## src/hdl/bad_queue.sv

```systemverilog
// bad_queue: small FIFO between front and back ends.
// Generic payload width; no package dependencies.
module bad_queue #(
    parameter int W     = 8,
    parameter int DEPTH = 4
) (
    input  logic         clk,
    input  logic         rst_n,
    input  logic         push,
    input  logic [W-1:0] push_data,
    output logic         full,
    input  logic         pop,
    output logic [W-1:0] pop_data,
    output logic         not_empty
);

    localparam int PW = (DEPTH > 1) ? $clog2(DEPTH) : 1;

    logic [W-1:0]  slot_reg [DEPTH];
    logic [PW-1:0] wr_ptr_reg, rd_ptr_reg;
    logic [PW:0]   cnt_reg, cnt_next;

    assign full      = (32'(cnt_reg) == DEPTH);
    assign not_empty = (cnt_reg != '0);
    assign pop_data  = slot_reg[rd_ptr_reg];

    always_comb
    begin
        cnt_next = cnt_reg;
        if (push && !pop)
            cnt_next = cnt_reg + (PW+1)'(1);
        else if (!push && pop)
            cnt_next = cnt_reg - (PW+1)'(1);
    end

    always_ff @(posedge clk)
    begin
        if (push)
            slot_reg[wr_ptr_reg] <= push_data;
    end

    always_ff @(posedge clk or negedge rst_n)
    begin
        if (!rst_n)
        begin
            wr_ptr_reg <= '0;
            rd_ptr_reg <= '0;
            cnt_reg    <= '0;
        end
        else
        begin
            cnt_reg <= cnt_next;
            if (push)
                wr_ptr_reg <= (32'(wr_ptr_reg) == DEPTH - 1) ? '0 : wr_ptr_reg + PW'(1);
            if (pop)
                rd_ptr_reg <= (32'(rd_ptr_reg) == DEPTH - 1) ? '0 : rd_ptr_reg + PW'(1);
        end
    end

endmodule

```

## config.mk

```make
export PLATFORM = sky130hd
export DESIGN_NAME = bad_queue
export DESIGN_NICKNAME = d
export VERILOG_FILES = /design/src/hdl/bad_queue.sv
export SDC_FILE = /design/constraint.sdc
export NUM_CORES = 1
export LEC_CHECK = 0
export BUFFER_PORTS_ARGS = -buffer_cell sky130_fd_sc_hd__clkbuf_2
export CAP_MARGIN = 10
export CELL_PAD_IN_SITES_DETAIL_PLACEMENT = 0
export CELL_PAD_IN_SITES_GLOBAL_PLACEMENT = 1
export CORE_MARGIN = 2
export CORE_UTILIZATION = 47
export CTS_CLUSTER_DIAMETER = 200
export CTS_CLUSTER_SIZE = 40
export DETAILED_ROUTE_END_ITERATION = 10
export GPL_ROUTABILITY_DRIVEN = 1
export PLACE_DENSITY_LB_ADDON = 0.1
export SYNTH_ARGS = -nofsm -noshare
export SYNTH_HDL_FRONTEND = slang
export SYNTH_SLANG_ARGS = --single-unit
export TNS_END_PERCENT = 30
```

## constraint.sdc

```tcl
create_clock -name clk -period 1.7 [get_ports clk]
set_input_delay 0.34 -clock clk [delete_from_list [all_inputs] [get_ports clk]]
set_output_delay 0.34 -clock clk [all_outputs]
set_load 0.1 [all_outputs]
```

* Word level (Yosys, flattened, before mapping)
Memory sizes are Yosys's and may differ from the RTL's.
Cells that the tools add are included.
** Storage, ports and cells
- Logic and storage cells :: 23
- Bits in writable memories :: 32
- Output and inout port bits :: 10
- Bits in registers :: 7
- Memories kept :: 1
** Operators by class
- Equal/unequal tests :: 3
- Add/sub/neg operators :: 4
- Multiplexer cells :: 6
- Reductions and logical operators :: 6
** Memories
- slot_reg :: words 4, width 8, rd ports 1, clocked after Yosys merged registers in 0, wr ports 1, line 19 : logic [W-1:0] slot_reg [DEPTH];
** Operators by type and width (number)
- 3-bit 2-to-1 mux :: 2
- 2-bit by 1-bit adder with 2-bit output (second input constant) :: 2
- 2-bit == test (second input constant) :: 2
- 2-bit 2-to-1 mux :: 2
- 3-bit by 1-bit adder with 3-bit output (second input constant) :: 1
- 3-bit == test (second input constant) :: 1
- 3-bit nonzero test :: 1
- 3-bit by 1-bit subtractor with 3-bit output (second input constant) :: 1
- 1-bit logical AND :: 2
- 1-bit logical NOT :: 2
- 1-bit 2-to-1 mux :: 2
- 2-bit nonzero test :: 1

* Logic depth before layout (Yosys ltp)
Gate-level depths: netlist of the first run.
- Depth in word-level cells :: 4
- Mapped depth :: 7
- Depth with buffers taken out :: 7

* Least setup slack after synthesis of the first run
No wires, ideal clock.
- Path kind :: reg2out
- From :: register cnt_reg[0]
- To :: output port full
- Stages on the path, launching flop included :: 2
- Path slack :: -1.269 ns
- Data arrival time :: 2.629 ns
- Cell sequence :: dfrtp_1 > nor3b_1
** On the way
- Word-level cells in the longest chain between the ends :: 1
** Ends and longest elaborated chain
- start, declared :: line 21 : logic [PW:0] cnt_reg, cnt_next;
- start signal, assigned :: line 52 : cnt_reg <= cnt_next;
- 3-bit == test :: line 23 : assign full = (32'(cnt_reg) == DEPTH);
- end, declared :: line 11 : output logic full,
No other way between the ends.

* Worst setup path after layout of the first run
- From :: register rd_ptr_reg[0]
- To :: output port pop_data[6]
** On the way
- Word-level cells in the longest chain between the ends :: 1
** Ends and longest elaborated chain
- start, declared :: line 20 : logic [PW-1:0] wr_ptr_reg, rd_ptr_reg;
- start signal, assigned :: line 56 : rd_ptr_reg <= (32'(rd_ptr_reg) == DEPTH - 1) ? '0 : rd_ptr_reg + PW'(1);
- memory read 4 x 8 bit
- end, declared :: line 13 : output logic [W-1:0] pop_data,
No other way between the ends.

==> results of run 1 <==
placed cells by master, fill, tap and decap left out:
master | netlist | final
buf_4 | 0 | 4
mux2_2 | 3 | 3
ha_1 | 6 | 6
fa_1 | 1 | 1
o21ai_0 | 2 | 2
dlygate4sd3_1 | 0 | 1
inv_1 | 4 | 4
edfxtp_1 | 32 | 32
nor3b_4 | 0 | 1
or3_4 | 0 | 1
nand2_1 | 2 | 2
dfrtp_1 | 7 | 6
buf_12 | 0 | 11
dfrtp_2 | 0 | 1
clkbuf_1 | 0 | 3
clkbuf_2 | 0 | 11
and2_1 | 4 | 4
nor2_1 | 3 | 3
clkbuf_4 | 0 | 5
xor2_1 | 2 | 2
xnor2_1 | 1 | 1
mux4_2 | 8 | 8
cell usage after synthesis:
cell	number
mux2_2	3
xnor2_1	1
nor3b_1	1
nor2_1	3
and2_1	4
buf_2	1
fa_1	1
edfxtp_1	32
dfrtp_1	7
mux4_2	8
xor2_1	2
buf_6	1
or3_1	1
o21ai_0	2
ha_1	6
inv_1	4
nand2_1	2
layout make-up:
class                   count  area [sq um]
flip-flops and latches     39          1140
fillers                   245          1140
clock buffers               8          48.8
repair buffers             27           315
inverters                   4          15.0
multi-input cells          34           419
well taps                  44          55.1
stage by stage:
step                setup TNS, ns  std cells
finish                      -1.88        156
global route                -2.37        156
CTS                         -2.11        156
detailed placement              0        146
global placement                0        146
floorplan                       0         79
worst max path at each step:
stage                              to  slack, ns                       from
6_report                  pop_data[6]      -0.25  rd_ptr_reg[0]$_DFFE_PN0P_
5_1_grt                   pop_data[6]      -0.31  rd_ptr_reg[0]$_DFFE_PN0P_
4_1_cts                   pop_data[6]      -0.28  rd_ptr_reg[0]$_DFFE_PN0P_
3_5_place_dp   cnt_reg[2]$_DFFE_PN0P_       0.07                        pop
3_3_place_gp              pop_data[6]       0.10  rd_ptr_reg[0]$_DFFE_PN0P_
2_1_floorplan                    full       0.08     cnt_reg[1]$_DFFE_PN0P_
kinds of logic after synthesis:
| group | Yosys count | synth area share (%) |
|---|---|---|
| fa+ha+maj | 7 | 6.06 |
| compound gates | 2 | 0.637 |
| flops | 39 | 72.4 |
| buf+inv | 6 | 1.99 |
| xor+xnor | 3 | 1.67 |
| simple gates | 11 | 3.67 |
| mux | 11 | 13.6 |
what timing repair did:
item                                   in CTS  in global routing
endpoints found under the hold margin       7                  0
setup endpoints to repair                   9                 10
pin swaps                                   0                  1
hold buffers                                1                  0
buffers inserted                            1                  0
gates resized for setup                     3                  3
per-layer routing:
| metal | up-vias | GRT usage, % |
|---|---|---|
| met5 | - | 0 |
| met4 | 0 | 6.38 |
| met3 | 5 | 5.59 |
| met2 | 17 | 25.4 |
| met1 | 394 | 18.4 |
| li1 | 364 | - |
==> results.env, run 1 <==
CLK_TRANSITION_REPORTED_PATHS_NS=0.11
GRT_FIRST_PASS_WIRELENGTH_MM=3.88
DETAILED_PLACE_HPWL_MM=1.74
YOSYS-TOP-CELLS-AREA='edfxtp_1 (61%), mux4_2 (11%), dfrtp_1 (11%)'
TIMING.FINAL.SETUP_VIOLATIONS=8
TRANSITION_TIME_AT_THE_PIN_WITH_THE_LEAST_SLEW_MARGIN_NS=0.440
FINALHOLDVIOLATIONS=0
DR_WL_MET3_UM=103
TIMING.CRITICAL_PATH.ARRIVAL_NS=1.61
SLOWEST_STAGE='mux4_2'
TIMING.CRITICAL_PATH.DEPTH=3
VIASPERCELL=5.00
DRT_FIRST_ITER_VIOLATIONS=13
SYNTHESIS.YOSYS.WARNINGS=0
FIRST_GLOBAL_VIAS=770
SETUP_SLACK_NS=-0.247
GRT_MAX_DEGREE=12
R2R_START='cnt_reg[1]$_DFFE_PN0P_'
CLOCK_INSERTION_DELAY_WORST_SKEW_NS=0.33
AREA.GROWTH.SYNTH_TO_FINAL_PCT=26.8
CRIT_TYPE='reg2out'
OUTCOME='finished with violations'
DR.PASS1.ITERS=3
CTS_BUFFERS=5
ROOT_BUFFER='clkbuf_4'
GLOBALROUTETOTALUTIL_PCT=15.4
WORST-R2R-CELL-COUNT=5
SEQUENTIAL_ELEMENT_SHARE_OF_THE_SYNTHESIZED_AREA_PCT=72.4
FINAL_PERIOD_MINUS_WORST_SETUP_SLACK_NS=1.95
HOLD-WORST-SLACK_NS=0.223
MAX_FREQ_MHz=513
FIN_NETS=130
WORST_HOLD_PATH.NUM_CELLS=1
POST-SYNTH-TOP-AREA-CELL='edfxtp_1'
MET2_LENGTH_MM=1.25
DIE_FOOTPRINT_SQ_MM=0.00382
TIMING.MAX_CAP.VIOLATIONS=0
CRIT_PATH_END_KIND='primary output'
CLOCK_SINK_COUNT=39
WORST_CLOCK_SKEW_NS=0.00698
CTS_TREE='done'
CLOCK_TREE.BUFFER_DEPTH=2
WORST-PATH-MAX-FANOUT=3
PERIOD_SHARE_PCT=115
ROUTED.TOP_LAYER='met4'
GRT.OVERFLOW.TOTAL=0
ANTENNA_FOUND_INITIAL=0
POSTROUTEANTENNANETS=0
TIMING.RR.END='cnt_reg[2]$_DFFE_PN0P_'
PIN_COUNT=22
LAYOUT_CELLS_SIZED_ABOVE_1_PCT=40.2
DRC_ERRORS=0
VIOLATIONS='negative setup slack'
EFFECTIVE_UTILIZATION_AT_FLOORPLAN_PCT=50.2
WIRE_PER_INST_UM=15.5
IO_BUFFERS=21
SYN_INST=79
GRT_SETUP_UNREPAIRED='true'
CP_DATA_REQUIRED_TIME_NS=1.36
DIE-WIDTH_UM=61.8
PLACE_WS_NS=0.0721
FINISH.INSTANCE_AREA_SQ_MM=0.00199
CRITPATHLAUNCHTYPE='register'
FINAL_UTIL_PCT=63.6
DIE_BOUNDARY_HEIGHT_UM=61.8
LARGEST_REG_FLOPS=32
FF2FF_SETUP_SLACK_NS=0.29
CP_PEAK_STAGE_DELAY_NS=0.53
WORST_SLEW_MARGIN_REL_PCT=70.7
AREA_POST_PLACEMENT_SQ_MM=0.00190
WL_MET1_MM=1.02
VIA_COUNT=780
CTS-HTREE-LEVELS=2
POSTSYNTHAREAPERCELL_SQ_UM=19.9
FLOORPLAN.ROWS=20
CRIT_PATH_CELL_TRACE='buf_4 > mux4_2 > buf_12'
SYNTH.NET_COUNT=98
SLEW_VIOL_FINAL=0
HOLDPATHEND='slot_reg[1][4]$_DFFE_PP_'
TIMING.CRITICAL_PATH.MAX_DELAY_FAMILY='multiplexers'
NETLIST_AREA_BEFORE_PLACEMENT_SQ_MM=0.00157
YOSYSUNIQUECELLTYPES=17
HOLD_START='push_data[4]'
SYNTH.FF_LATCH_COUNT=39
CRITPATHBUFINV=2
FINAL_WEIGHTED_CONGESTION_IN_ROUTABILITY_DRIVEN_PLACEMENT=0.660
N_ANTENNA_CELL=0
TIMING.HOLD.WORST.CLASS='in2reg'
NETLIST.AREA_LEADER.SHARE_PCT=61.2
ROUTED_WIRELENGTH_MM=2.41
CORE-AREA_SQ_MM=0.00313
Power of run 1 is not shown: default switching activity piles up to over one toggle a cycle in this logic, so the estimate is an artifact.
==> inputs of run 2 (changes only) <==
CTS_BUF_LIST = sky130_fd_sc_hd__clkbuf_4 sky130_fd_sc_hd__clkbuf_8 sky130_fd_sc_hd__clkbuf_16   (was default)
==> results.env, run 2 (synthesis gave the netlist of run 1 again) <==
OUTCOME='finished with violations'
VIOLATIONS='negative setup slack'
DRT_FIRST_ITER_VIOLATIONS=15
ROOT_BUFFER='clkbuf_4'
TIMING.MAX_CAP.VIOLATIONS=0
WIRE_PER_INST_UM=15.5
R2R_START='cnt_reg[1]$_DFFE_PN0P_'
FINAL_WEIGHTED_CONGESTION_IN_ROUTABILITY_DRIVEN_PLACEMENT=0.660
FIRST_GLOBAL_VIAS=783
TIMING.FINAL.SETUP_VIOLATIONS=8
ANTENNA_FOUND_INITIAL=0
POSTROUTEANTENNANETS=0
WORST-R2R-CELL-COUNT=5
CLOCK_INSERTION_DELAY_WORST_SKEW_NS=0.33
SETUP_SLACK_NS=-0.238
EFFECTIVE_UTILIZATION_AT_FLOORPLAN_PCT=50.2
CRITPATHLAUNCH='rd_ptr_reg[0]$_DFFE_PN0P_'
IO_BUFFERS=21
FF2FF_SETUP_SLACK_NS=0.29
DIE_BOUNDARY_HEIGHT_UM=61.8
ROUTED_WIRELENGTH_MM=2.41
HOLD-WORST-SLACK_NS=0.229
CLK_TRANSITION_REPORTED_PATHS_NS=0.11
CORE-AREA_SQ_MM=0.00313
CP_DATA_REQUIRED_TIME_NS=1.36
LAYOUT_CELLS_SIZED_ABOVE_1_PCT=42.9
DIE-WIDTH_UM=61.8
DETAILED_PLACE_HPWL_MM=1.74
TIMING.CRITICAL_PATH.ARRIVAL_NS=1.60
FINAL.FILL_COUNT=245
CTS_BUFFERS=5
TIMING.HOLD.WORST.CLASS='in2reg'
VIASPERCELL=5.03
CTS-HTREE-LEVELS=2
GRT.OVERFLOW.TOTAL=0
FINAL_PERIOD_MINUS_WORST_SETUP_SLACK_NS=1.94
PIN_COUNT=22
FINAL_COMMON_CELL='edfxtp_1'
MAX_FREQ_MHz=516
CRIT_TYPE='reg2out'
WORST_CLOCK_SKEW_NS=0.0102
WORST_SLEW_MARGIN_REL_PCT=70.1
FLOORPLAN.ROWS=20
SLEW_VIOL_FINAL=0
CRITPATHLAUNCHTYPE='register'
MOST_FREQUENT_CELLS_IN_THE_LAYOUT='edfxtp_1 (32), clkbuf_2 (11), buf_12 (11), mux4_2 (8), clkbuf_4 (8)'
TRANSITION_TIME_AT_THE_PIN_WITH_THE_LEAST_SLEW_MARGIN_NS=0.448
WORST_HOLD_PATH.NUM_CELLS=1
LARGEST_REG_FLOPS=32
HOLD_START='push_data[4]'
GRT_MAX_DEGREE=12
GRT_SETUP_UNREPAIRED='true'
PERIOD_SHARE_PCT=114
CRIT_PATH_END_KIND='primary output'
N_ANTENNA_CELL=0
FIN_NETS=130
DRC_ERRORS=0
FINALHOLDVIOLATIONS=0
DIE_FOOTPRINT_SQ_MM=0.00382
GRT_FIRST_PASS_WIRELENGTH_MM=3.88
CTS_TREE='done'
DR.PASS1.ITERS=2
WORST-PATH-MAX-FANOUT=3
VIA_COUNT=784
AREA.GROWTH.SYNTH_TO_FINAL_PCT=27.5
CLOCK_TREE.BUFFER_DEPTH=2
GLOBALROUTETOTALUTIL_PCT=15.4
CLOCK_SINK_COUNT=39
-- run 2: final timing paths --
check | endpoint
max | pop_data[6]
min | slot_reg[2][4]$_DFFE_PP_
max reg2reg | cnt_reg[2]$_DFFE_PN0P_
min reg2reg | cnt_reg[2]$_DFFE_PN0P_
max in group asynchronous | cnt_reg[0]$_DFFE_PN0P_
min in group asynchronous | rd_ptr_reg[1]$_DFFE_PN0P_
-- run 2: layer usage --
layer,vias to the layer above,wire (um),global-route usage [%]
li1,368,-,-
met1,394,1010,18.4
met2,17,1280,25.4
met3,5,82,3.73
met4,0,42,9.12
met5,-,0,0
-- run 2: critical path, cell delays in order, from the launching register on --
cell and delay, ns:
dfrtp_1 0.40, buf_4 0.16, mux4_2 0.53, buf_12 0.19
-- run 2: timing repair --
action	in CTS	in global routing
endpoints found under the setup margin	9	10
cloned	0	0
pin swaps	0	1
buffers inserted	1	0
gates resized for setup	3	3
hold endpoints to repair	7	0
hold buffers	1	0
-- run 2: cell type report --
class	instances	area, sq um	area share, %
Clock buffer	8	60.1	3.00
Multi-Input combinational cell	34	419	20.9
Tap cell	44	55.1	2.75
Inverter	4	15.0	0.750
Sequential cell	39	1140	56.8
Timing Repair Buffer	27	315	15.7
-- run 2: per-stage QoR --
step | instances | instance area, sq um | worst slack, ns | setup TNS (ns) | util (%)
final | 156 | 2000 | -0.238 | -1.81 | 64.0
after global routing | 156 | 2000 | -0.303 | -2.32 | 64.0
after CTS | 156 | 1990 | -0.275 | -2.07 | 63.6
after detailed placement | 146 | 1900 | 0.0721 | 0 | 60.8
after global placement | 146 | 1900 | 0.104 | 0 | 60.8
after floorplan | 79 | 1580 | 0.0773 | 0 | -
Power of run 2 is left out for the same reason.
==> inputs of run 3 (changes only) <==
CORE_UTILIZATION = 51   (was 47)
clock period = 2.3 ns   (was 1.7 ns; I/O delays follow)
==> results.env, run 3 (synthesis gave the netlist of run 1 again) <==
OUTCOME='finished, final reports clean'
TOTALNEGATIVESETUPSLACK_NS=0
CLK_TRANSITION_REPORTED_PATHS_NS=0.10
DIE_BOUNDARY_HEIGHT_UM=59.5
MAX_FREQ_MHz=468
PLACE_WS_NS=0.282
SLEW_VIOL_FINAL=0
CTS_TREE='done'
FLOORPLAN.ROWS=20
VIASPERCELL=5.44
TIMING.MAX_CAP.VIOLATIONS=0
TIMING.HOLD.WORST.CLASS='in2reg'
DIE_FOOTPRINT_SQ_MM=0.00354
TIMING.CRITICAL_PATH.ARRIVAL_NS=1.68
SETUP_SLACK_NS=0.163
CTS_BUFFERS=5
FINAL_PERIOD_MINUS_WORST_SETUP_SLACK_NS=2.14
WORST-PATH-MAX-FANOUT=11
LAYOUT_CELLS_SIZED_ABOVE_1_PCT=39.3
ANTENNA_FOUND_INITIAL=0
WIRE_PER_INST_UM=16.3
LARGEST_REG_FLOPS=32
PIN_COUNT=22
ROUTED_WIRELENGTH_MM=2.29
CLOCK_TREE.BUFFER_DEPTH=2
TIMING.FINAL.SETUP_VIOLATIONS=0
TRANSITION_TIME_AT_THE_PIN_WITH_THE_LEAST_SLEW_MARGIN_NS=0.545
ROOT_BUFFER='clkbuf_4'
DP_CELLS=131
CORE-AREA_SQ_MM=0.00298
CLOCK_SINK_COUNT=39
FINALHOLDVIOLATIONS=0
GRT_FIRST_PASS_WIRELENGTH_MM=3.90
PERIOD_SHARE_PCT=92.9
CRIT_TYPE='reg2out'
EFFECTIVE_UTILIZATION_AT_FLOORPLAN_PCT=52.7
FINAL.FILL_COUNT=226
FINAL_CELLS=140
GRT.OVERFLOW.TOTAL=0
FIRST_GLOBAL_VIAS=851
CTS-HTREE-LEVELS=2
CLOCK_INSERTION_DELAY_WORST_SKEW_NS=0.33
DRT_FIRST_ITER_VIOLATIONS=21
WORST_SLEW_MARGIN_REL_PCT=63.8
FINAL_COMMON_CELL='edfxtp_1'
AREA_POST_PLACEMENT_SQ_MM=0.00183
CTS_POST_SETUP_BUFFERS_INSERTED=0
DR.PASS1.ITERS=4
POSTROUTEANTENNANETS=0
MOST_FREQUENT_CELLS_IN_THE_LAYOUT='edfxtp_1 (32), clkbuf_2 (13), mux4_2 (8), buf_12 (8)'
DIE-WIDTH_UM=59.5
GLOBALROUTETOTALUTIL_PCT=16.2
FINAL_WEIGHTED_CONGESTION_IN_ROUTABILITY_DRIVEN_PLACEMENT=0.676
FIN_NETS=125
AREA.GROWTH.SYNTH_TO_FINAL_PCT=21.6
CRITPATHLAUNCHTYPE='register'
IO_BUFFERS=21
GRT_MAX_DEGREE=12
VIA_COUNT=762
CRIT_PATH_END_KIND='primary output'
WORST_CLOCK_SKEW_NS=0.00915
DRC_ERRORS=0
N_ANTENNA_CELL=0
GRT_SETUP_UNREPAIRED='false'
CP_DATA_REQUIRED_TIME_NS=1.84
FINISH.INSTANCE_AREA_SQ_MM=0.00191
[run 3: path summary, 6_finish.rpt]
path | from | to | slack, ns | depth (start not counted)
max reg2reg | cnt_reg[0]$_DFFE_PN0P_ | cnt_reg[2]$_DFFE_PN0P_ | 0.90 | 4
min reg2reg | cnt_reg[2]$_DFFE_PN0P_ | cnt_reg[2]$_DFFE_PN0P_ | 0.49 | 1
max in group asynchronous | rst_n | rd_ptr_reg[0]$_DFFE_PN0P_ | 1.63 | 2
min | push_data[3] | slot_reg[3][3]$_DFFE_PP_ | 0.35 | 1
min in group asynchronous | rst_n | cnt_reg[1]$_DFFE_PN0P_ | 0.48 | 2
max | rd_ptr_reg[0]$_DFFE_PN0P_ | pop_data[1] | 0.16 | 2
[run 3: cell type report]
type | count | area [sq um] | share of cell area [%]
multi-input combinational | 34 | 408 | 21.4
timing repair buffer | 22 | 235 | 12.3
inverter | 4 | 15.0 | 0.786
sequential | 39 | 1140 | 59.6
tap | 33 | 41.3 | 2.16
clock buffer | 8 | 72.6 | 3.80
[run 3: timing repair]
action,CTS,global route
gates resized for setup,1,0
hold endpoints to repair,7,0
endpoints found under the setup margin,8,0
hold buffers,1,0
[run 3: routing by layer]
metal	track usage, %	wire (um)	up-vias
met2	27.5	1240	19
met4	5.08	10	0
met1	18.1	907	387
li1	-	-	354
met5	0	0	-
met3	7.64	127	2
[run 3: critical path: stages (launching register included)]
cell and delay (ns):
dfrtp_2 0.57, mux4_2 0.59, buf_12 0.19
[run 3: stage by stage]
step                utilization [%]  hold slack [ns]
floorplan                         -            0.164
global placement               61.3            0.304
detailed placement             61.3            0.312
CTS                            64.1            0.338
global route                   64.1            0.324
finish                         64.1            0.347
Power of run 3 is left out for the same reason.
