`src/hdl/bad_pkg.sv`:
```
// bad_pkg: shared types and codes for the box-average downscaler.
// Used by bad_front, bad_back and the top level; has no dependencies.
package bad_pkg;

    localparam int CH_W      = 8;
    localparam int ROW_W     = 10;
    localparam int COL_OUT_W = 10;
    localparam int CFG_W     = 11;
    localparam int TW_REG_W  = 11;
    localparam int SC_REG_W  = 5;
    localparam int IDX_W     = 2;

    typedef enum logic [IDX_W-1:0] {
        CFG_TARGET_WIDTH = 2'd0,
        CFG_SCALE_X      = 2'd1,
        CFG_SCALE_Y      = 2'd2
    } cfg_idx_t;

    typedef struct packed {
        logic [CH_W-1:0] red;
        logic [CH_W-1:0] green;
        logic [CH_W-1:0] blue;
        logic [CH_W-1:0] alpha;
    } pixel_t;

    // Per-item classification produced by the front end
    typedef struct packed {
        logic first;
        logic emit;
    } op_ctl_t;

    typedef enum logic [2:0] {
        BK_IDLE,
        BK_READ,
        BK_ADD,
        BK_DIV,
        BK_OUT
    } back_state_t;

endpackage

```
`src/hdl/bad_front.sv`:
```
// bad_front: block position counters; classifies each item as first,
// accumulate or emit. Depends on bad_pkg.
module bad_front #(
    parameter int COL_W = 10,
    parameter int CB_W  = 4,
    parameter int TW_W  = 11,
    parameter int SC_W  = 5
) (
    input  logic                         clk,
    input  logic                         rst_n,
    input  logic                         accept,
    input  logic                         frame_start,
    input  logic [TW_W-1:0]              tw_lim,
    input  logic [SC_W-1:0]              sx_lim,
    input  logic [SC_W-1:0]              sy_lim,
    output bad_pkg::op_ctl_t             ctl,
    output logic [bad_pkg::ROW_W-1:0]    row,
    output logic [COL_W-1:0]             col
);

    logic [CB_W-1:0]           cib_reg, cib_next, cib_cur;
    logic [CB_W-1:0]           rib_reg, rib_next, rib_cur;
    logic [COL_W-1:0]          tcc_reg, tcc_next, tcc_cur;
    logic [bad_pkg::ROW_W-1:0] trc_reg, trc_next, trc_cur;
    logic                      last_col, last_row, last_tcol;

    // Frame start clears the counters before this item
    always_comb
    begin
        cib_cur = frame_start ? '0 : cib_reg;
        rib_cur = frame_start ? '0 : rib_reg;
        tcc_cur = frame_start ? '0 : tcc_reg;
        trc_cur = frame_start ? '0 : trc_reg;
    end

    assign last_col  = (32'(cib_cur) + 32'd1) >= 32'(sx_lim);
    assign last_row  = (32'(rib_cur) + 32'd1) >= 32'(sy_lim);
    assign last_tcol = (32'(tcc_cur) + 32'd1) >= 32'(tw_lim);

    assign ctl.first = (cib_cur == '0) && (rib_cur == '0);
    assign ctl.emit  = last_col && last_row;
    assign row       = trc_cur;
    assign col       = tcc_cur;

    // Counter advance
    always_comb
    begin
        cib_next = cib_cur + CB_W'(1);
        rib_next = rib_cur;
        tcc_next = tcc_cur;
        trc_next = trc_cur;
        if (last_col)
        begin
            cib_next = '0;
            if (last_tcol)
            begin
                tcc_next = '0;
                if (last_row)
                begin
                    rib_next = '0;
                    trc_next = trc_cur + bad_pkg::ROW_W'(1);
                end
                else
                begin
                    rib_next = rib_cur + CB_W'(1);
                end
            end
            else
            begin
                tcc_next = tcc_cur + COL_W'(1);
            end
        end
    end

    always_ff @(posedge clk or negedge rst_n)
    begin
        if (!rst_n)
        begin
            cib_reg <= '0;
            rib_reg <= '0;
            tcc_reg <= '0;
            trc_reg <= '0;
        end
        else if (accept)
        begin
            cib_reg <= cib_next;
            rib_reg <= rib_next;
            tcc_reg <= tcc_next;
            trc_reg <= trc_next;
        end
    end

endmodule

```
`config.mk`:
```
export PLATFORM = sky130hd
export DESIGN_NAME = bad_front
export DESIGN_NICKNAME = d
export VERILOG_FILES = /design/src/hdl/bad_pkg.sv /design/src/hdl/bad_front.sv
export SDC_FILE = /design/constraint.sdc
export NUM_CORES = 1
export LEC_CHECK = 0
export BUFFER_PORTS_ARGS = -buffer_cell sky130_fd_sc_hd__buf_2
export CAP_MARGIN = 15
export CORE_MARGIN = 1.5
export CORE_UTILIZATION = 41
export CTS_CLUSTER_SIZE = 14
export DETAILED_ROUTE_END_ITERATION = 6
export MAX_ROUTING_LAYER = met4
export PLACE_DENSITY = 0.66
export SETUP_SLACK_MARGIN = 0.5
export SLEW_MARGIN = 15
export SYNTH_ARGS = -nofsm -noshare
export SYNTH_HDL_FRONTEND = slang
export SYNTH_SLANG_ARGS = --single-unit
export TNS_END_PERCENT = 20
```
`constraint.sdc`:
```
create_clock -name clk -period 4.4 [get_ports clk]
set_input_delay 0.88 -clock clk [delete_from_list [all_inputs] [get_ports clk]]
set_output_delay 0.88 -clock clk [all_outputs]
set_load 0.02 [all_outputs]
```
[Word-level counts from Yosys, hierarchy flattened]
Index checks and enable logic that the tools add are counted.
Storage, ports and cells
  flip-flop bits (word level): 28
  bits of input ports: 25
  word-level logic and storage cells: 31
Operators by class
  $add $sub $neg: 7
  $lt $le $gt $ge: 3
  multiplexer cells: 13
  reductions and logical operators: 4
Operators by type and width (number)
  two-way mux 10 bit: 7
  two-way mux 4 bit: 6
  adder 10 x 1 -> 10 bit, second input constant: 2
  adder 10 x 1 -> 11 bit, second input constant: 1
  >= comparator 11 bit: 1
  adder 4 x 1 -> 5 bit, second input constant: 2
  >= comparator 5 bit: 2
  adder 4 x 1 -> 4 bit, second input constant: 2
  logical NOT 4 bit: 2
  logical AND 1 bit: 2

[Longest topological paths before layout]
Gate-level depths: netlist (run 1).
  depth in word-level cells: 6
  depth in mapped cells: 15
  mapped depth without buffers: 13

[Least setup slack after synthesis (run 1)]
OpenSTA, ideal clock, no wires.
  path kind: input port to flip-flop
  start point: input frame_start
  end point: register tcc_reg[3]
  arrival time: 4199 ps
  data required time: 4320 ps
  path slack: 121 ps
  stages: 15
  cell sequence: clkbuf_1 > buf_1 > nor2b_1 > ha_1 > nand3_1 > nor2_1 > and3_1 > xor2_1 > ha_1 > o21a_1 > o21ai_0 > and2b_1 > o211ai_4 > or4_1 > o211ai_2
On the way
  word-level cells in the longest chain between the ends: 5
  elaborated cells on any way between the ends: 9
  those cells by class: add/sub: 3; order compare: 2; mux: 4
Ends and longest elaborated chain
  from (decl): RTL line bad_front.sv:12  | input logic frame_start,
  two-way mux 10 bit *: RTL line bad_front.sv:32  | tcc_cur = frame_start ? '0 : tcc_reg;
  net col[0]: RTL line bad_front.sv:18  | output logic [COL_W-1:0] col
  adder 10 x 1 -> 11 bit: RTL line bad_front.sv:38  | assign last_tcol = (32'(tcc_cur) + 32'd1) >= 32'(tw_lim);
  >= comparator 11 bit: RTL line bad_front.sv:38
  two-way mux 10 bit *: RTL line bad_front.sv:55  | if (last_tcol)
  two-way mux 10 bit *: RTL line bad_front.sv:52  | if (last_col)
  to (signal assigned): RTL line bad_front.sv:88  | tcc_reg <= tcc_next;
  to (decl): RTL line bad_front.sv:23  | logic [COL_W-1:0] tcc_reg, tcc_next, tcc_cur;
The timed path passes the listed nets; every way through them passes the cells marked *.
A chain may end at the register's enable or synchronous reset.

==> flow_summary_export.csv, run 1 <==
group,metric,value,unit
status,status,"complete, no violations",
routing,ant_nets,0,
timing,drv_slew,0,
timing,setup_viol_count_final,0,
min_path,hold_path_end,"trc_reg[9]",
timing,finalClockSkew,10.9,ps
synthesis,syn-num-nets,350,
synthesis,synthArstFlopShare,100,%
clock_network,clk_latency,280,ps
clock_network,post-cts-setup-buffers,0,
synthesis,yosysWarnings,0,
global_route,antenna_found_initial,0,
timing,relSlewSlack,53.3,%
global_route,grt_pass1_wl,10100,um
synthesis,netlist_instances,298,
min_path,holdCritPathClass,"reg -> reg",
timing,rsz0062_at_grt,"yes",
synthesis,ys.flop_type,"dfrtp_1",
clock_network,clkTransAtPathRegs,100,ps
clock_network,cts_buffers,3,
setup_path,crit_arrival,2900,ps
setup_path,critPathKind,"in -> out",
clock_network,cts_hold_repair.buffers,0,
setup_path,cp_max_fo,10,
timing,max_freq,265,MHz
global_route,grt_overflow,0,
synthesis,synth.area.top_cells,"dfrtp_1 27%, ha_1 13%, nor2b_1 4.9%, inv_1 4.4%, nand2_1 3.8%",
clock_network,clkSinkCount,28,
setup_path,end_kind,"output pin",
global_route,gr-usage-all-layers,19.5,%
global_route,grtUsageMet1,24.3,%
synthesis,ys_seq_area_share,27.2,%
min_path,worstHoldStart,"trc_reg[9]",
synthesis,synth_edf_count,0,
power,ir_drop,0.309,mV
power,p_per_area,202,nW/um^2
clock_network,clockRootBuffer,"clkbuf_8",
synthesis,synth_area,2580,sq um
finish,final_nets,399,
finish,final_common_cell,"buf_2",
finish,diodes,0,
global_route,top_usage_layer,"met2",
placement,dp_hpwl,4750,um
synthesis,synth.top_cell.area_share,27.2,%
floorplanning,rows,28,
timing,hold_slack,529,ps
setup_path,reg2regPathDepth,13,
setup_path,r2r_start,"tcc_reg[0]",
run,drv_cap,0,
routing,dr.pass1.iters,4,
routing,routed_wl,6120,um
floorplanning,ioPinCount,47,
setup_path,reg2reg_to,"tcc_reg[3]",
setup_path,critPathLaunchType,"primary input",
global_route,first_global_vias,2260,
timing,post-route-period-util,85.8,%
finish,utilization,51.3,%
floorplanning,die_w,82.3,um
synthesis,postSynthAreaPerCell,8.65,sq um
routing,drc,0,
clock_network,htreeDepth,1,
global_route,grt_max_degree,29,
timing,tns,0,ps
floorplanning,start_util,43.0,%
floorplanning,die_h,82.3,um
routing,vias,2323,
finish,drive_gt1_share,25.7,%
setup_path,critical_path_required,3520,ps
routing,drt_iter0_markers,100,
routing,routedWlPerCell,14.5,um
min_path,hold_depth,2,
floorplanning,dieArea,6770,sq um
clock_network,cts_buffer_depth,2,
routing,via_per_inst,5.52,
clock_network,cts_tree,"built",
synthesis,netlist-cell-type-count,61,
synthesis,synth_top_area_cell,"dfrtp_1",
setup_path,regToRegSetupSlack,1250,ps
timing,hold_viol_final,0,
placement,gp_congestion,0.851,
finish,synthToLayoutAreaGrowth,19.2,%
timing,max_slew.worst_pin.slew,700,ps
finish,mostFrequentLayoutCells,"45 x buf_2, 28 x inv_1, 28 x dfrtp_1",
placement,io_buffers,46,
power,leakage,0.00161,uW
timing,fin_crit,3780,ps
synthesis,synth_seq_cells,28,
floorplanning,coreArea,5990,sq um
global_route,met2_usage,33.6,%
global_route,met3_usage,3.08,%
-- what timing repair did --
action | 4_1_cts | 5_1_grt
gates resized for setup | 1 | 15
setup endpoints to repair | 5 | 24
pin swaps | 0 | 1
hold endpoints to repair | 0 | 0
-- routing by layer --
layer	wire length, um	part of all wire, %
met3	186	3.0
met5	0	0
met1	2910	48
met4	33	0.54
met2	2990	49
-- cell families (layout without fill, tap and decap cells) --
| family | after synthesis | after routing | share of synthesized area (%) |
|---|---|---|---|
| DFF | 28 | 28 | 27.2 |
| buffers and inverters | 38 | 86 | 5.68 |
| muxes | 1 | 1 | 0.388 |
| xor gates and xnor gates | 11 | 11 | 3.74 |
| adders and majority gates | 27 | 27 | 13.1 |
| and+or+nand+nor | 124 | 124 | 27.1 |
| AOI/OAI and AO/OA | 69 | 69 | 22.9 |
-- how the worst max path moves through the flow --
stage / startpoint / endpoint / slack [ps] / cells past startpoint
after floorplan: frame_start / tcc_reg[3] / 500 / 15
after global placement: frame_start / tcc_reg[9] / 60 / 15
after detailed placement: frame_start / tcc_reg[9] / 90 / 15
after CTS: frame_start / ctl[0] / 390 / 13
after global routing: frame_start / tcc_reg[3] / 490 / 14
final: frame_start / ctl[0] / 620 / 12
-- report_power, final --
part	switching [uW]	internal, uW	total (uW)
combinational	83.2	56.2	139
clock	84.1	122	206
sequential	9.50	267	276
total	177	445	621
-- cell type report --
cell class	instances	area, sq um
clock buffers	3	41.3
flip-flops and latches	28	701
repair buffers	52	278
well taps	75	93.8
inverters	30	113
clock inverters	1	30.0
fillers	556	2920
multi-input cells	232	1820
-- cells in the mapped netlist (2+ instances only) --
cell       instances
and3_1             8
o211ai_1           4
a21oi_1            5
dfrtp_1           28
nand3_1           18
a22o_1             6
o41ai_1            2
xor2_1             7
xnor2_1            4
inv_1             30
a221o_1            3
o2bb2ai_1          2
ha_1              27
or4_1              3
nand2b_1           5
o21a_1             4
o221ai_1           2
o31ai_1            3
a21o_1             6
a32o_1             2
nand2_2            2
nand2_1           26
nor3_1             4
nor2b_1           20
clkbuf_1           6
nor4b_1            2
nand4_1            2
o211ai_4           2
nor3b_1            3
nor4_1             2
a211o_1            2
nor2_1            19
a31o_2             2
o21ai_0           10
-- through the flow --
step / setup WS (ps) / power [uW] / area [sq um] / cells
after floorplan: 504 / 366 / 2600 / 298
after CTS: 394 / 617 / 3010 / 421
after global placement: 59.7 / 408 / 2940 / 417
final: 624 / 621 / 3070 / 421
after global routing: 492 / 651 / 3070 / 421
after detailed placement: 92.6 / 412 / 2940 / 417
-- worst max-delay path, stage by stage --
cell      delay, ps
clkbuf_4        180
inv_2           140
nand2_1          90
inv_1            80
ha_1            260
xnor2_1         100
ha_1            270
o211ai_1         90
o21ai_1         340
nand2_4         130
inv_2           140
buf_2           180
Note: power is estimated with default switching activity, not from simulation.
==> inputs of run 2 (changes only) <==
--- a/config.mk
+++ b/config.mk
@@ -8,11 +8,11 @@
 export BUFFER_PORTS_ARGS = -buffer_cell sky130_fd_sc_hd__buf_2
 export CAP_MARGIN = 15
 export CORE_MARGIN = 1.5
-export CORE_UTILIZATION = 41
+export CORE_UTILIZATION = 40
 export CTS_CLUSTER_SIZE = 14
 export DETAILED_ROUTE_END_ITERATION = 6
 export MAX_ROUTING_LAYER = met4
-export PLACE_DENSITY = 0.66
+export PLACE_DENSITY = 0.65
 export SETUP_SLACK_MARGIN = 0.5
 export SLEW_MARGIN = 15
 export SYNTH_ARGS = -nofsm -noshare
==> flow_summary_export.csv, run 2 (synthesized netlist as in run 1, its figures left out) <==
group,metric,value,unit
power,switchingPower,175,uW
routing,vias,2359,
routing,routedWlPerCell,14.9,um
setup_path,critPathKind,"in -> out",
finish,final_common_cell,"buf_2",
global_route,grt_max_degree,29,
timing,max_slew.worst_pin.slew,724,ps
routing,routed_wl,6300,um
finish,final_nets,399,
finish,utilization,48.0,%
setup_path,worst-path-buf-inv,6,
power,clkPwrFrac,28.9,%
setup_path,worstPathCellList,"buf_4, inv_1, buf_4, nand2_1, inv_1, ha_1, xnor2_1, ha_1, a211oi_1, o21ai_2, nand2_2, inv_2, buf_2",
setup_path,cpPeakStageDelay,300,ps
setup_path,critical_path_required,3520,ps
routing,ant_nets,0,
floorplanning,die_w,83.3,um
power,leakage,0.00157,uW
floorplanning,die_h,83.3,um
timing,setup_viol_count_final,0,
global_route,antenna_found_initial,0,
clock_network,htreeDepth,1,
finish,synthToLayoutAreaGrowth,16.7,%
min_path,holdCritPathClass,"reg -> reg",
setup_path,critPathLaunchType,"primary input",
routing,dr.pass1.iters,4,
setup_path,worstSetupStartpoint,"frame_start",
power,p_int,400,uW
setup_path,crit_arrival,2980,ps
setup_path,reg2regPathDepth,13,
setup_path,r2r_start,"tcc_reg[0]",
clock_network,cts_buffer_depth,2,
routing,via_per_inst,5.58,
floorplanning,ioPinCount,47,
routing,drc,0,
clock_network,cts_hold_repair.buffers,0,
power,ir_drop,0.173,mV
timing,finalClockSkew,11.3,ps
power,p_per_area,191,nW/um^2
floorplanning,coreArea,6280,sq um
global_route,grt_overflow,0,
global_route,grt_pass1_wl,10800,um
timing,tns,0,ps
timing,fin_crit,3860,ps
clock_network,clkSinkCount,28,
global_route,first_global_vias,2275,
min_path,worstHoldStart,"trc_reg[9]",
run,drv_cap,0,
power,seq_power_share,48.0,%
clock_network,cts_buffers,3,
timing,hold_slack,521,ps
finish,mostFrequentLayoutCells,"45 x buf_2, 29 x inv_1, 28 x dfrtp_1",
clock_network,clkTransAtPathRegs,100,ps
timing,hold_viol_final,0,
timing,max_freq,259,MHz
min_path,hold_depth,2,
placement,dp_hpwl,4790,um
power,pwr-share-comb,23.1,%
floorplanning,rows,29,
setup_path,end_kind,"output pin",
clock_network,cts_tree,"built",
setup_path,cp_slowest_cell,"a211oi_1",
timing,drv_slew,0,
placement,gp_congestion,0.841,
timing,relSlewSlack,51.7,%
setup_path,cp_max_fo,17,
clock_network,clk_latency,290,ps
power,switching_share,30.5,%
timing,post-route-period-util,87.7,%
finish,drive_gt1_share,24.0,%
global_route,gr-usage-all-layers,19.2,%
finish,diodes,0,
clock_network,clockRootBuffer,"clkbuf_8",
routing,drt_iter0_markers,129,
setup_path,cp.depth,13,
timing,rsz0062_at_grt,"yes",
floorplanning,dieArea,6940,sq um
setup_path,critPathTopFamily,"buffers and inverters",
status,status,"complete, no violations",
placement,io_buffers,46,
floorplanning,start_util,41.1,%
-- run 2: cell count changes in the layout (fill, tap and decap cells not counted), sizes merged --
cell,delta
buf,+1
bufinv,-1
-- run 2: metal layers --
layer	part of all wire, %	GRT usage [%]
met2	48	30.8
met1	48	26.2
met5	0	-
met3	3.4	2.49
met4	1.1	3.48
-- run 2: repair_timing --
item | CTS | global route
buffers inserted | 0 | 0
endpoints found under the hold margin | 0 | 0
endpoints found under the setup margin | 1 | 7
resized for setup | 4 | 1
-- run 2: power groups by stage --
| stage | sequential (uW) | combinational (uW) | clock [uW] |
|---|---|---|---|
| 2_1_floorplan | 278 | 87.5 | 0 |
| 3_3_place_gp | 281 | 129 | 0 |
| 3_5_place_dp | 281 | 131 | 0 |
| 4_1_cts | 276 | 135 | 171 |
| 5_1_grt | 278 | 150 | 180 |
| 6_report | 276 | 133 | 166 |
-- run 2: worst min-delay path: stages (launching register included) --
cell     delay (ps)
dfrtp_1         380
nand2_1          50
nand3_1          60
-- run 2: layout make-up --
type | count | area, sq um
Sequential cell | 28 | 701
Multi-Input combinational cell | 232 | 1770
Tap cell | 77 | 96.3
Fill cell | 606 | 3270
Clock buffer | 4 | 55.1
Inverter | 30 | 113
Timing Repair Buffer | 52 | 278
-- run 2: through the flow --
stage	instances	setup slack [ps]	power [uW]	area (sq um)
3_3_place_gp	419	187	410	2940
4_1_cts	423	541	582	3010
3_5_place_dp	419	287	413	2940
6_report	423	541	575	3010
5_1_grt	423	355	607	3010
2_1_floorplan	298	504	366	2600
-- run 2: worst paths after layout --
check / slack (ps) / to
max in group asynchronous: 3340 / trc_reg[2]
worst min-delay path: 520 / trc_reg[9]
worst min register to register: 520 / trc_reg[9]
worst max register to register: 1070 / trc_reg[3]
worst max-delay path: 540 / ctl[0]
min in group asynchronous: 620 / trc_reg[8]
==> inputs of run 3 (changes only) <==
--- a/config.mk
+++ b/config.mk
@@ -7,6 +7,7 @@
 export LEC_CHECK = 0
 export BUFFER_PORTS_ARGS = -buffer_cell sky130_fd_sc_hd__buf_2
 export CAP_MARGIN = 15
+export CORE_ASPECT_RATIO = 0.7
 export CORE_MARGIN = 1.5
 export CORE_UTILIZATION = 40
 export CTS_CLUSTER_SIZE = 14
==> flow_summary_export.csv, run 3 (synthesized netlist as in run 1, its figures left out) <==
group,metric,value,unit
setup_path,cp_max_fo,13,
status,violations,"DRC",
clock_network,clockRootBuffer,"clkbuf_8",
floorplanning,start_util,41.5,%
clock_network,cts_buffer_depth,2,
finish,synthToLayoutAreaGrowth,18.9,%
clock_network,clk_latency,280,ps
power,leakage,0.00162,uW
timing,post-route-period-util,86.1,%
timing,setup_viol_count_final,0,
timing,tns,0,ps
setup_path,cp-endpoint,"tcc_reg[3]",
finish,num-fill-cells,607,
global_route,grt_max_degree,29,
routing,via_per_inst,5.58,
routing,vias,2388,
timing,max_freq,264,MHz
global_route,grt_overflow,0,
setup_path,crit_arrival,4000,ps
setup_path,reg2reg_to,"tcc_reg[3]",
placement,gp_congestion,0.880,
finish,multi_input_area,1800,sq um
setup_path,critPathKind,"in -> reg",
finish,diodes,0,
routing,routedWlPerCell,15.5,um
setup_path,end_kind,"register",
timing,max_slew.worst_pin.slew,711,ps
global_route,grt_pass1_wl,11000,um
global_route,gr-usage-all-layers,20.2,%
placement,io_buffers,46,
floorplanning,rows,24,
floorplanning,dieArea,6940,sq um
placement,dp_hpwl,5140,um
finish,final_nets,404,
clock_network,cts_tree,"built",
global_route,first_global_vias,2219,
setup_path,reg2regPathDepth,12,
power,p_per_area,184,nW/um^2
setup_path,cpPeakStageDelay,450,ps
routing,ant_nets,0,
finish,mostFrequentLayoutCells,"45 x buf_2, 29 x inv_1, 28 x dfrtp_1",
finish,instances_no_fill,428,
setup_path,worst-path-buf-inv,1,
timing,rsz0062_at_grt,"yes",
timing,fin_crit,3790,ps
clock_network,cts_buffers,3,
floorplanning,ioPinCount,47,
setup_path,critPathTopFamily,"simple AND/OR/NAND/NOR gates",
timing,drv_slew,0,
clock_network,htreeDepth,1,
timing,relSlewSlack,52.5,%
setup_path,critPathLaunchType,"primary input",
floorplanning,coreArea,6220,sq um
finish,final_area,3070,sq um
setup_path,cp.depth,13,
setup_path,cp_slowest_cell,"or4_1",
finish,final_common_cell,"buf_2",
setup_path,worstPathCellList,"buf_4, nand2b_1, nor2_1, and4_1, nand3_1, xnor2_1, ha_1, a21o_1, a211oi_4, o211a_4, o211ai_4, or4_1, o211ai_2",
global_route,antenna_found_initial,0,
finish,drive_gt1_share,25.4,%
setup_path,r2r_start,"tcc_reg[0]",
routing,drt_iter0_markers,144,
routing,routed_wl,6650,um
placement,place_inst,424,
min_path,holdCritPathClass,"reg -> reg",
power,ir_drop,0.117,mV
timing,hold_viol_final,0,
setup_path,worstSetupStartpoint,"frame_start",
run,drv_cap,0,
routing,dr.pass1.iters,6,
status,status,"finished, violations left",
finish,regArea,701,sq um
placement,place_area,2970,sq um
finish,utilization,49.3,%
clock_network,clkTransAtPathRegs,100,ps
timing,finalClockSkew,6.87,ps
floorplanning,die_w,99.0,um
setup_path,regToRegSetupSlack,960,ps
clock_network,clkSinkCount,28,
floorplanning,die_h,70.2,um
routing,drc,2,
setup_path,critical_path_required,4610,ps
[run 3: changes by cell type in the layout (fill, tap and decap cells not counted), sizes merged]
cell    change
buf         +5
clkbuf      -1
[run 3: worst min path at each step]
stage                             to        from  cells past startpoint
after floorplan           trc_reg[9]  trc_reg[9]                      2
after global placement    trc_reg[9]  trc_reg[9]                      2
after detailed placement  trc_reg[9]  trc_reg[9]                      2
after CTS                 trc_reg[9]  trc_reg[9]                      2
after global routing      trc_reg[9]  trc_reg[9]                      2
final                     trc_reg[9]  trc_reg[9]                      2
[run 3: repair_timing]
item,in CTS,in global routing
hold buffers,0,0
endpoints found under the setup margin,1,19
cloned,0,0
setup buffers,0,1
gates resized for setup,2,8
[run 3: metal layers]
layer  wire length [um]  track usage [%]  vias up
met3                452             3.10        4
met5                  0                -        -
met4                 19             1.59        0
li1                   -                -     1200
met1               3490             31.4     1120
met2               2690             28.5       64
[run 3: worst register-to-register path: stages, from the launching register on]
cell	delay, ps
dfrtp_1	420
nand3_1	180
nor2_1	190
and4_1	310
nand3_1	120
xnor2_1	350
ha_1	320
a21o_1	210
a211oi_4	330
o211a_4	280
o211ai_4	120
or4_1	450
o211ai_2	80
[run 3: cell type report]
type	instances	share of cell area, %
Clock buffer	3	1.35
Inverter	30	3.67
Multi-Input combinational cell	232	58.7
Sequential cell	28	22.8
Tap cell	78	3.18
Timing Repair Buffer	57	10.3
[run 3: where the power goes]
| group | internal [uW] | switching, uW |
|---|---|---|
| registers | 267 | 10.5 |
| clock network | 61.7 | 82.6 |
| logic | 58.6 | 84.7 |
[run 3: through the flow]
step                setup WS (ps)  power (uW)  hold slack (ps)
global placement              258         412              489
global route                  479         600              540
floorplan                     504         366              455
finish                        612         565              516
CTS                           503         561              521
detailed placement            222         415              497
